==> src/hw/rtl/fprd_pkg.sv <==
// Shared types and constants for the framed packet receiver and decoder.
// Used by fprd_parser, fprd_decode and the top level. No dependencies.
`default_nettype none
package fprd_pkg;

  localparam int BYTE_W       = 8;
  localparam int CNT_W        = 5;
  localparam int DECODE_BYTES = 8;
  localparam int IDX_W        = 3;
  localparam int VAL_W        = 16;
  localparam int REG_IDX_W    = 3;

  localparam logic [BYTE_W-1:0] ASCII_ZERO = 8'd48;

  localparam logic [1:0] KIND_COLOR  = 2'd0;
  localparam logic [1:0] KIND_CIRCLE = 2'd1;
  localparam logic [1:0] KIND_LINE   = 2'd2;

  localparam logic [REG_IDX_W-1:0] REG_COLOR_HDR   = 3'd0;
  localparam logic [REG_IDX_W-1:0] REG_COLOR_TAIL  = 3'd1;
  localparam logic [REG_IDX_W-1:0] REG_CIRCLE_HDR  = 3'd2;
  localparam logic [REG_IDX_W-1:0] REG_CIRCLE_TAIL = 3'd3;
  localparam logic [REG_IDX_W-1:0] REG_LINE_HDR    = 3'd4;
  localparam logic [REG_IDX_W-1:0] REG_LINE_TAIL   = 3'd5;

  typedef logic [DECODE_BYTES-1:0][BYTE_W-1:0] store_t;

  typedef struct packed {
    logic [BYTE_W-1:0] color_hdr;
    logic [BYTE_W-1:0] color_tail;
    logic [BYTE_W-1:0] circle_hdr;
    logic [BYTE_W-1:0] circle_tail;
    logic [BYTE_W-1:0] line_hdr;
    logic [BYTE_W-1:0] line_tail;
  } cfg_t;

  typedef struct packed {
    logic             done;
    logic [1:0]       kind;
    logic [CNT_W-1:0] length;
    logic             overflow;
  } pkt_status_t;

endpackage
`default_nettype wire

==> src/hw/rtl/framed_packet_receiver_decoder_core.sv <==
// A result appears on m_tvalid in the cycle after its tail byte is accepted.
// Throughput: one received byte per cycle; the single output register lets the
// next byte enter while a finished result waits, as long as m_tready drains it.
// Reset (rst, synchronous): clears header/tail registers, parser state, payload
// store and m_tvalid. Depends on fprd_pkg, fprd_parser and fprd_decode.
`default_nettype none
module framed_packet_receiver_decoder_core #(
  parameter int MAX_PAYLOAD = 20
) (
  input  wire logic        clk,
  input  wire logic        rst,
  // configuration write port
  input  wire logic        cfg_we,
  input  wire logic [2:0]  cfg_index,
  input  wire logic [7:0]  cfg_data,
  // received byte stream
  input  wire logic        s_tvalid,
  output logic             s_tready,
  input  wire logic [7:0]  s_tdata,   // [7:0] rx_byte
  // decoded packet stream
  output logic             m_tvalid,
  input  wire logic        m_tready,
  output logic [47:0]      m_tdata    // [1:0] packet_kind, [6:2] payload_length,
                                      // [7] overflow_seen, [15:8] first_payload_byte,
                                      // [31:16] value_x, [47:32] value_y
);
  import fprd_pkg::*;

  cfg_t                    cfg;
  pkt_status_t             status;
  store_t                  store;
  logic                    accept;
  logic signed [VAL_W-1:0] value_x, value_y;

  // Header and tail registers; indexes beyond the list are dropped.
  always_ff @(posedge clk) begin
    if (rst) begin
      cfg <= '0;
    end else if (cfg_we) begin
      unique case (cfg_index)
        REG_COLOR_HDR:   cfg.color_hdr   <= cfg_data;
        REG_COLOR_TAIL:  cfg.color_tail  <= cfg_data;
        REG_CIRCLE_HDR:  cfg.circle_hdr  <= cfg_data;
        REG_CIRCLE_TAIL: cfg.circle_tail <= cfg_data;
        REG_LINE_HDR:    cfg.line_hdr    <= cfg_data;
        REG_LINE_TAIL:   cfg.line_tail   <= cfg_data;
        default:         ;
      endcase
    end
  end

  // Take a new byte whenever the output register is empty or being drained.
  assign s_tready = !m_tvalid || m_tready;
  assign accept   = s_tvalid && s_tready;

  fprd_parser #(
    .MAX_PAYLOAD(MAX_PAYLOAD)
  ) u_parser (
    .clk     (clk),
    .rst     (rst),
    .cfg     (cfg),
    .accept  (accept),
    .rx_byte (s_tdata),
    .status  (status),
    .store   (store)
  );

  // The decode reads the store as it stands before the tail byte's edge,
  // which holds up to the first eight payload bytes of the packet being closed.
  fprd_decode u_decode (
    .kind    (status.kind),
    .store   (store),
    .value_x (value_x),
    .value_y (value_y)
  );

  // Output register: load on a tail byte, hold while stalled, drop when taken.
  always_ff @(posedge clk) begin
    if (rst) begin
      m_tvalid <= 1'b0;
    end else if (status.done) begin
      m_tvalid <= 1'b1;
    end else if (m_tready) begin
      m_tvalid <= 1'b0;
    end
  end

  always_ff @(posedge clk) begin
    if (status.done) begin
      m_tdata <= {value_y, value_x, store[0], status.overflow, status.length, status.kind};
    end
  end

endmodule
`default_nettype wire

==> src/hw/rtl/fprd_decode.sv <==
// Signed decode of the stored ASCII payload into circle X/Y or line angle.
// Depends on fprd_pkg.
`default_nettype none
module fprd_decode (
  input  wire logic [1:0]                  kind,
  input  wire fprd_pkg::store_t            store,
  output logic signed [fprd_pkg::VAL_W-1:0] value_x,
  output logic signed [fprd_pkg::VAL_W-1:0] value_y
);
  import fprd_pkg::*;

  logic signed [VAL_W-1:0] d [DECODE_BYTES];
  logic signed [VAL_W-1:0] cx_mag, cy_mag, ln_mag;

  always_comb begin
    for (int i = 0; i < DECODE_BYTES; i++) begin
      d[i] = signed'({{(VAL_W-BYTE_W){1'b0}}, store[i]}) - VAL_W'(signed'(ASCII_ZERO));
    end
    cx_mag = 16'sd100 * d[1] + 16'sd10 * d[2] + d[3];
    cy_mag = 16'sd100 * d[5] + 16'sd10 * d[6] + d[7];
    ln_mag = 16'sd10 * d[1] + d[2];
  end

  always_comb begin
    value_x = '0;
    value_y = '0;
    case (kind)
      KIND_COLOR: begin
        value_x = '0;
        value_y = '0;
      end
      KIND_CIRCLE: begin
        value_x = (store[0] == ASCII_ZERO) ? cx_mag : -cx_mag;
        value_y = (store[4] == ASCII_ZERO) ? cy_mag : -cy_mag;
      end
      default: begin
        // line, and the unused kind code treated as line
        value_x = (store[0] == ASCII_ZERO) ? -ln_mag : ln_mag;
        value_y = '0;
      end
    endcase
  end

endmodule
`default_nettype wire

==> src/hw/rtl/fprd_parser.sv <==
// Header hunt, payload capture and tail detection for one accepted byte per cycle.
// Depends on fprd_pkg.
`default_nettype none
module fprd_parser #(
  parameter int MAX_PAYLOAD = 20
) (
  input  wire logic                        clk,
  input  wire logic                        rst,
  input  wire fprd_pkg::cfg_t              cfg,
  input  wire logic                        accept,
  input  wire logic [fprd_pkg::BYTE_W-1:0] rx_byte,
  output fprd_pkg::pkt_status_t            status,
  output fprd_pkg::store_t                 store
);
  import fprd_pkg::*;

  logic             receiving;
  logic [1:0]       active_kind;
  logic [CNT_W-1:0] byte_count;
  logic             overflow_flag;

  logic [BYTE_W-1:0] tail_byte;
  logic              is_tail;

  always_comb begin
    case (active_kind)
      KIND_COLOR:  tail_byte = cfg.color_tail;
      KIND_CIRCLE: tail_byte = cfg.circle_tail;
      default:     tail_byte = cfg.line_tail;
    endcase
    is_tail = receiving && (rx_byte == tail_byte);
  end

  always_comb begin
    status.done     = accept && is_tail;
    status.kind     = (active_kind == KIND_COLOR || active_kind == KIND_CIRCLE) ?
                      active_kind : KIND_LINE;
    status.length   = byte_count;
    status.overflow = overflow_flag;
  end

  always_ff @(posedge clk) begin
    if (rst) begin
      receiving     <= 1'b0;
      active_kind   <= KIND_COLOR;
      byte_count    <= '0;
      overflow_flag <= 1'b0;
      store         <= '0;
    end else if (accept) begin
      if (!receiving) begin
        // first matching header wins: colour, circle, line
        if (rx_byte == cfg.color_hdr || rx_byte == cfg.circle_hdr ||
            rx_byte == cfg.line_hdr) begin
          receiving     <= 1'b1;
          byte_count    <= '0;
          overflow_flag <= 1'b0;
          if (rx_byte == cfg.color_hdr) begin
            active_kind <= KIND_COLOR;
          end else if (rx_byte == cfg.circle_hdr) begin
            active_kind <= KIND_CIRCLE;
          end else begin
            active_kind <= KIND_LINE;
          end
        end
      end else if (is_tail) begin
        receiving  <= 1'b0;
        byte_count <= '0;
      end else begin
        if (byte_count < CNT_W'(DECODE_BYTES)) begin
          store[byte_count[IDX_W-1:0]] <= rx_byte;
        end
        // saturate the count and flag the excess
        if (byte_count < CNT_W'(MAX_PAYLOAD)) begin
          byte_count <= byte_count + 1'b1;
        end else begin
          overflow_flag <= 1'b1;
        end
      end
    end
  end

endmodule
`default_nettype wire
==> config.mk <==
export PLATFORM = sky130hd
export DESIGN_NAME = framed_packet_receiver_decoder_core
export DESIGN_NICKNAME = d
export VERILOG_FILES = /design/src/hw/rtl/fprd_pkg.sv /design/src/hw/rtl/framed_packet_receiver_decoder_core.sv /design/src/hw/rtl/fprd_decode.sv /design/src/hw/rtl/fprd_parser.sv
export SDC_FILE = /design/constraint.sdc
export NUM_CORES = 1
export LEC_CHECK = 0
export BUFFER_PORTS_ARGS = -buffer_cell sky130_fd_sc_hd__buf_4
export CORE_ASPECT_RATIO = 0.7
export CORE_UTILIZATION = 55
export CTS_CLUSTER_DIAMETER = 50
export CTS_CLUSTER_SIZE = 16
export DETAILED_ROUTE_END_ITERATION = 16
export GPL_ROUTABILITY_DRIVEN = 0
export GPL_TIMING_DRIVEN = 0
export PLACE_DENSITY = 0.73
export SKIP_CTS_REPAIR_TIMING = 1
export SLEW_MARGIN = 20
export SYNTH_ARGS = -nofsm -noshare
export SYNTH_HDL_FRONTEND = slang
export SYNTH_SLANG_ARGS = --single-unit
==> constraint.sdc <==
create_clock -name clk -period 6.8 [get_ports clk]
set_input_delay 1.36 -clock clk [delete_from_list [all_inputs] [get_ports clk]]
set_output_delay 1.36 -clock clk [all_outputs]
set_load 0.005 [all_outputs]
==> flow_summary.yaml, run 1 <==
run_status:
  status: "finished, final reports clean"
final_layout:
  syn2layout_area_growth_pct: 11.4
  antenna_cells: 0
  multi_input_area_um2: 8880
  layout-drive-gt1-share: 0.0849
  regArea_um2: 3880
  final_cell_area_um2: 14900
  finalNetCount: 1858
  fillers: 2021
  layoutNonFillerInstCount: 1967
min_path:
  min-delay-path-class: "reg2reg"
floorplan:
  die_y_um: 133
  core-area_um2: 23800
  die_w_um: 189
  pin_count: 74
  fp.dieArea_um2: 25000
  rows: 47
  start_util: 0.564
sta:
  relSlewSlack: 0.293
  drv_slew: 0
  setup_tns_ps: 0
  post-route-period-util: 0.927
  finalHoldViolCount: 0
  tightest_slew_ps: 1050
  rsz0062_at_grt: "false"
  fmax_mhz: 159
  hold_ws_ps: 438
  setup_viol: 0
  min_period_ps: 6300
  finalClockSkew_ps: 7.92
synth:
  synth.avg_cell_area_um2: 8.67
  synthTopCellsByArea: "dfxtp_1, ha_1, edfxtp_1, fa_1, xnor2_1"
  post-synth-top-count-cell: "nand2_1"
  synth_seq_cells: 170
  yosysSeqAreaShare: 0.290
  synthDistinctLibCells: 81
  synth_top_area_cell: "dfxtp_1"
  synth_top_area_share: 0.182
  synth_common_cells: "nand2_1, a21oi_1, ha_1"
  synth.cell_area_um2: 13400
  synthCells: 1545
  synth_nets: 1766
  ys.warnings.count: 0
  synth_edf_count: 48
  ys.flop_type: "dfxtp_1"
  synthArstFlopShare: 0
grt:
  grt_usage: 0.259
  antenna_found_initial: 0
  grt_start_max_net_pins: 41
  grt_pass1_wl_um: 51700
  overflow: 0
  grt_pass1_vias: 10300
setup_path:
  critical_path.max_stage_delay_ps: 810
  crit_required_ps: 6970
  worstSetupStartpointType: "flop"
  cp.arrival_ps: 6470
  slowest_stage: "nor3_2"
  worstSetupPathType: "reg2reg"
  endpoint_kind: "flop"
  crit_chain: "ha_1, nor3_2, fa_1, ha_1, ha_1, o21ai_0, nand2b_1, xnor2_1, fa_1, inv_1, ha_1, and3_1, a21oi_1, o21ai_0, o31ai_1, o221a_2, o41ai_2, xnor3_1, o211ai_2"
  crit_top_cell: "ha_1"
  cp_max_fo: 13
route:
  routed_wl_um: 32200
  vias: 11100
  drc_errors: 0
  first_pass_iters: 5
  drt_iter0_drc: 800
  routedWlPerCell_um: 16.4
  viasPerCell: 5.66
  ant_nets: 0
place:
  place_inst: 1936
  io_buffers: 71
  dpl_cell_area_um2: 14400
  hpwlAfterDp_um: 25100
clock_tree:
  cts_buffer_depth: 2
  h-tree-depth: 4
  cts_root_buf: "clkbuf_16"
  cts_tree: "built"
  clk_pin_slew_ps: 60
  clkLatencyLatePin_ps: 440
  cts_inserted_buffers: 17
  cts_sinks: 170
pwr:
  p_switching_mw: 0.472
  p_int_mw: 1.59
  leakagePower_nw: 6.20
  power_density_nw_per_um2: 138
  switching_share: 0.229
  peakVddDrop_uv: 178
  p_seq_frac: 0.506
  p_clk_frac: 0.451
  p_comb_frac: 0.043
job:
  maxCapViolCount: 0
critical path, delay by kind of cell, from the launching register on:
kind / cells / cell delay (ps)
AND/OR/NAND/NOR: 3 / 1100
AO/OA/AOI/OAI: 7 / 1500
flip-flops: 1 / 380
adder cells (fa/ha/maj): 6 / 2260
buffers and inverters: 1 / 80
XOR/XNOR: 2 / 730
final timing paths:
check | start | to | slack, ps | cells past startpoint
max | u_parser.store[12] | m_tdata[31] | 500 | 19
min | u_parser.byte_count[2] | m_tdata[4] | 440 | 0
max reg2reg | u_parser.store[12] | m_tdata[31] | 500 | 19
min reg2reg | u_parser.byte_count[2] | m_tdata[4] | 440 | 0
final cells by class:
| type | instances | area share |
|---|---|---|
| Buffer | 55 | 0.0147 |
| Clock buffer | 21 | 0.0308 |
| Clock inverter | 10 | 0.00620 |
| Inverter | 117 | 0.0294 |
| Multi-Input combinational cell | 1203 | 0.595 |
| Sequential cell | 170 | 0.260 |
| Tap cell | 318 | 0.0266 |
| Timing Repair Buffer | 73 | 0.0375 |
flip-flops by register name, summed over array words and instances (netlist names):
name                    flops
u_parser.byte_count         5
u_parser.overflow_flag      1
u_parser.active_kind        2
u_parser.store             64
u_parser.receiving          1
cfg                        48
m_tdata                    48
m_tvalid                    1
power groups by stage:
stage | Clock [mW] | Sequential, mW | Combinational [mW]
floorplan | 0 | 1.07 | 0.0467
global placement | 0 | 1.07 | 0.0839
detailed placement | 0 | 1.07 | 0.0854
CTS | 0.935 | 1.05 | 0.0857
global route | 0.975 | 1.05 | 0.0943
finish | 0.931 | 1.05 | 0.0882
logic make-up after synthesis:
family / synth area share
AOI/OAI and AO/OA: 0.155
xor gates and xnor gates: 0.103
adders and majority gates: 0.209
buffers and inverters: 0.0491
DFF: 0.290
muxes: 0.0212
and+or+nand+nor: 0.173
metrics by stage:
| stage | power, mW | utilization | setup WS, ps |
|---|---|---|---|
| CTS | 2.07 | 0.628 | 522 |
| finish | 2.06 | 0.629 | 499 |
| floorplan | 1.11 | - | 1270 |
| global route | 2.12 | 0.629 | 212 |
| global placement | 1.15 | 0.603 | 473 |
| detailed placement | 1.15 | 0.605 | 576 |
per-layer routing:
layer	share of wire	vias to the layer above	GRT usage
met5	0	-	0
met2	0.41	362	0.384
li1	-	5543	-
met3	0.071	27	0.0451
met4	0.011	0	0.0515
met1	0.50	5208	0.394
cell usage in the layout, fill, tap and decap left out, types with 17 or more instances in the layout:
cell type | synthesis | final
nor2_1 | 105 | 105
dfxtp_1 | 122 | 122
o21ai_0 | 36 | 36
buf_4 | 2 | 74
edfxtp_1 | 48 | 48
nor3_1 | 25 | 23
xor2_1 | 62 | 62
a21o_1 | 20 | 20
mux2i_1 | 25 | 25
clkbuf_16 | 0 | 17
ha_1 | 152 | 152
inv_1 | 116 | 116
fa_1 | 45 | 45
a211oi_1 | 17 | 17
a21oi_1 | 153 | 153
xnor2_1 | 93 | 93
clkbuf_1 | 37 | 39
nand2_1 | 203 | 203
nor2b_1 | 18 | 18
nand3_1 | 60 | 60
Note: power is estimated with default switching activity, not from simulation.
==> inputs of run 2 (changes only) <==
CORE_UTILIZATION = 63   (was 55)
PLACE_DENSITY = 0.82   (was 0.73)
==> run 2 against run 1 <==
  * Worst hold slack better by 10 ps
  * Critical path depth stayed put
  * Clock skew is 3.9 ps higher
  * Non-clock buffer count stayed put
  * Sequential power hardly changed
  * Core utilization is 8.7 points higher
  * Critical path type unchanged
  * First-iteration DRC count is 47% higher
  * Final cell count is 2.1% lower
  * Routed wire length is 0.73% higher
==> flow_summary.yaml, run 2 (same netlist as run 1, synthesis figures left out) <==
final_layout:
  largest_reg_flops: 64
  regArea_um2: 3880
  antenna_cells: 0
  syn2layout_area_growth_pct: 11.1
  multi_input_area_um2: 8880
  layoutNonFillerInstCount: 1926
  most-common-layout-cells: "nand2_1, a21oi_1, ha_1"
  final_common_cell: "nand2_1"
  post-route-util: 0.716
  top_regs: "u_parser.store (64), cfg (48), m_tdata (48)"
  fillers: 1569
  largest-register: "u_parser.store"
  finalNetCount: 1858
  layout-drive-gt1-share: 0.0867
clock_tree:
  cts_inserted_buffers: 17
  clkLatencyLatePin_ps: 430
  cts_root_buf: "clkbuf_16"
  cts_tree: "built"
  h-tree-depth: 4
  clk_pin_slew_ps: 70
  cts_buffer_depth: 2
  cts_sinks: 170
sta:
  drv_slew: 0
  setup_ws_ps: 590
  setup_tns_ps: 0
  finalHoldViolCount: 0
  rsz0062_at_grt: "false"
  post-route-period-util: 0.913
  setup_viol: 0
  fmax_mhz: 161
  relSlewSlack: 0.329
  tightest_slew_ps: 1000
  finalClockSkew_ps: 11.8
  min_period_ps: 6210
min_path:
  min-delay-path-class: "reg2reg"
grt:
  grt_pass1_wl_um: 51700
  grt_start_max_net_pins: 41
  grt_pass1_vias: 10600
  grt_usage: 0.301
  overflow: 0
  antenna_found_initial: 0
setup_path:
  crit_required_ps: 6960
  crit_chain: "ha_1, nor3_2, fa_1, ha_1, ha_1, o21ai_0, nand2b_1, xnor2_1, fa_1, inv_1, ha_1, and3_1, a21oi_1, o21ai_0, o31ai_1, o221a_2, o41ai_2, xnor3_1, o211ai_2"
  worstSetupPathType: "reg2reg"
  cp_top_family: "adder cells"
  cp_max_fo: 13
  cp.arrival_ps: 6370
  crit_top_cell: "ha_1"
  worstSetupStartpointType: "flop"
  critical_path.max_stage_delay_ps: 770
  path_buf_inv: 1
  slowest_stage: "nor3_2"
  endpoint_kind: "flop"
floorplan:
  pin_count: 74
  die_y_um: 124
  rows: 44
  fp.dieArea_um2: 21900
  die_w_um: 176
  core-area_um2: 20800
  start_util: 0.644
route:
  drc_errors: 0
  drt_iter0_drc: 1176
  routedWlPerCell_um: 16.9
  routed_wl_um: 32500
  first_pass_iters: 6
  viasPerCell: 5.93
  ant_nets: 0
  vias: 11400
run_status:
  status: "finished, final reports clean"
pwr:
  leakagePower_nw: 6.21
  power_mw: 2.07
  peakVddDrop_uv: 145
  power_density_nw_per_um2: 139
job:
  maxCapViolCount: 0
place:
  io_buffers: 71
  hpwlAfterDp_um: 25000
  place_inst: 1894
  place_ws_ps: 657
==> run 2: changes by cell type in the layout (fill, tap and decap cells not counted), sizes merged <==
cell      previous run  this run
clkinvlp             1         0
clkbuf              58        55
bufinv               1         0
inv                121       126
clkinv               4         5
==> run 2: stage by stage <==
stage / area [um2] / hold slack (ps)
after floorplan: 13400 / 406
after global placement: 14300 / 416
after detailed placement: 14300 / 424
after CTS: 14900 / 442
after global routing: 14900 / 453
final: 14900 / 448
==> run 2: path summary, 6_finish.rpt <==
path	from	end	slack, ps	depth (start not counted)
max	u_parser.store[12]	m_tdata[31]	590	19
min	u_parser.byte_count[2]	m_tdata[4]	450	0
max reg2reg	u_parser.store[12]	m_tdata[31]	590	19
min reg2reg	u_parser.byte_count[2]	m_tdata[4]	450	0
==> run 2: cell type report <==
| type | instances | area share |
|---|---|---|
| clock buffers | 18 | 0.0295 |
| well taps | 276 | 0.0232 |
| inverters | 117 | 0.0295 |
| flip-flops and latches | 170 | 0.261 |
| multi-input cells | 1203 | 0.596 |
| clock inverters | 14 | 0.00874 |
| plain buffers | 55 | 0.0147 |
| repair buffers | 73 | 0.0376 |
==> run 2: metal layers <==
layer	vias to the layer above	part of all wire	track usage
met3	51	0.092	0.0583
met2	529	0.43	0.465
li1	5556	-	-
met4	0	0.017	0.0921
met5	-	0	0
met1	5278	0.46	0.426
==> run 2: report_power, final <==
part | internal [mW] | switching [mW] | total (mW)
sequential | 1.04 | 0.00452 | 1.05
combinational | 0.0280 | 0.0588 | 0.0868
clock | 0.494 | 0.446 | 0.941
==> inputs of run 3 (changes only) <==
BUFFER_PORTS_ARGS = -buffer_cell sky130_fd_sc_hd__buf_2   (was -buffer_cell sky130_fd_sc_hd__buf_4)
CAP_MARGIN = 20   (was not set)
==> run 3 against run 2 <==
  * Maximum frequency shrank 0.45%
  * Critical path depth is the same
  * Flip-flop and latch count is the same
  * Non-clock buffer count is the same
  * Power is essentially flat
  * Core utilization shrank 0.87 points
  * Sequential power is essentially flat
  * Highest routed layer unchanged
==> flow_summary.yaml, run 3 (same netlist as run 1, synthesis figures left out) <==
sta:
  rsz0062_at_grt: "false"
  hold_ws_ps: 435
  finalClockSkew_ps: 15.0
  setup_viol: 0
  fmax_mhz: 160
  min_period_ps: 6240
  post-route-period-util: 0.917
  setup_ws_ps: 562
  drv_slew: 0
  finalHoldViolCount: 0
  relSlewSlack: 0.298
  setup_tns_ps: 0
  tightest_slew_ps: 1050
setup_path:
  cp_max_fo: 13
  slowest_stage: "nor3_2"
  worstSetupPathType: "reg2reg"
  crit_end: "m_tdata[30]"
  path_buf_inv: 1
  crit_chain: "ha_1, nor3_2, fa_1, ha_1, ha_1, o21ai_0, nand2b_1, xnor2_1, fa_1, inv_1, ha_1, and3_1, a21oi_1, o21ai_0, or4bb_1, a21o_1, a31oi_1, xor2_1, o22ai_1"
  worstRegToRegCells: 19
  cp.arrival_ps: 6410
  critical_path.max_stage_delay_ps: 800
  endpoint_kind: "flop"
  worstSetupStartpointType: "flop"
  r2r-end: "m_tdata[30]"
  cp_top_family: "adder cells"
  crit_top_cell: "ha_1"
  reg2reg_from: "u_parser.store[12]"
  timing.reg2reg.setup_slack_ps: 560
  cp.depth: 19
  crit_required_ps: 6970
  worstSetupStartpoint: "u_parser.store[12]"
floorplan:
  core-area_um2: 20800
  die_y_um: 124
  rows: 44
  pin_count: 74
  die_w_um: 176
  fp.dieArea_um2: 21900
  start_util: 0.644
final_layout:
  final_common_cell: "nand2_1"
  largest-register: "u_parser.store"
  syn2layout_area_growth_pct: 9.79
  most-common-layout-cells: "nand2_1, a21oi_1, ha_1"
  fillers: 1585
  final_cell_area_um2: 14700
  largest_reg_flops: 64
  layoutNonFillerInstCount: 1926
  finalNetCount: 1858
  antenna_cells: 0
  layout-drive-gt1-share: 0.0861
  post-route-util: 0.707
  top_regs: "u_parser.store (64), cfg (48), m_tdata (48)"
clock_tree:
  cts_root_buf: "clkbuf_16"
  h-tree-depth: 4
  cts_inserted_buffers: 17
  clkLatencyLatePin_ps: 440
  cts_sinks: 170
  clk_pin_slew_ps: 70
  cts_buffer_depth: 2
  cts_tree: "built"
min_path:
  min-delay-path-class: "reg2reg"
  holdPathStages: 0
route:
  first_pass_iters: 6
  viasPerCell: 6.02
  vias: 11600
  routedWlPerCell_um: 17.1
  ant_nets: 0
  drt_iter0_drc: 1153
  drc_errors: 0
  routed_wl_um: 32900
grt:
  overflow: 0
  grt_usage: 0.300
  grt_pass1_vias: 10500
  grt_start_max_net_pins: 41
  grt_pass1_wl_um: 51400
  antenna_found_initial: 0
place:
  place_inst: 1894
  dpl_cell_area_um2: 14100
  hpwlAfterDp_um: 25100
  place_ws_ps: 617
  io_buffers: 71
job:
  maxCapViolCount: 0
run_status:
  status: "finished, final reports clean"
pwr:
  power_density_nw_per_um2: 141
  peakVddDrop_uv: 164
  leakagePower_nw: 6.12
  power_mw: 2.07
## run 3: report_power, final
group	internal, mW	switching [mW]	total [mW]
registers	1.04	0.00435	1.05
clock network	0.512	0.429	0.941
logic	0.0244	0.0605	0.0849
## run 3: metal layers
metal  global-route usage  vias up  share of wire
met5                    0        -              0
met1                0.430     5397           0.46
met3               0.0476       72          0.095
met4                0.104        0          0.023
li1                     -     5560              -
met2                0.461      571           0.42
## run 3: area by class of cell
cell class / count / area, um2 / share of cell area
multi-input cells: 1203 / 8880 / 0.603
inverters: 117 / 439 / 0.0298
repair buffers: 73 / 383 / 0.0260
plain buffers: 55 / 219 / 0.0149
flip-flops and latches: 170 / 3880 / 0.264
clock inverters: 13 / 133 / 0.00901
clock buffers: 19 / 433 / 0.0294
well taps: 276 / 345 / 0.0235
## run 3: worst min-delay path by stage
stage | startpoint | end | slack (ps)
2_1_floorplan | u_parser.byte_count[2] | m_tdata[4] | 410
3_5_place_dp | u_parser.byte_count[2] | m_tdata[4] | 420
5_1_grt | u_parser.overflow_flag | m_tdata[7] | 450
4_1_cts | u_parser.byte_count[2] | m_tdata[4] | 440
3_3_place_gp | u_parser.byte_count[2] | m_tdata[4] | 420
6_report | u_parser.byte_count[2] | m_tdata[4] | 430
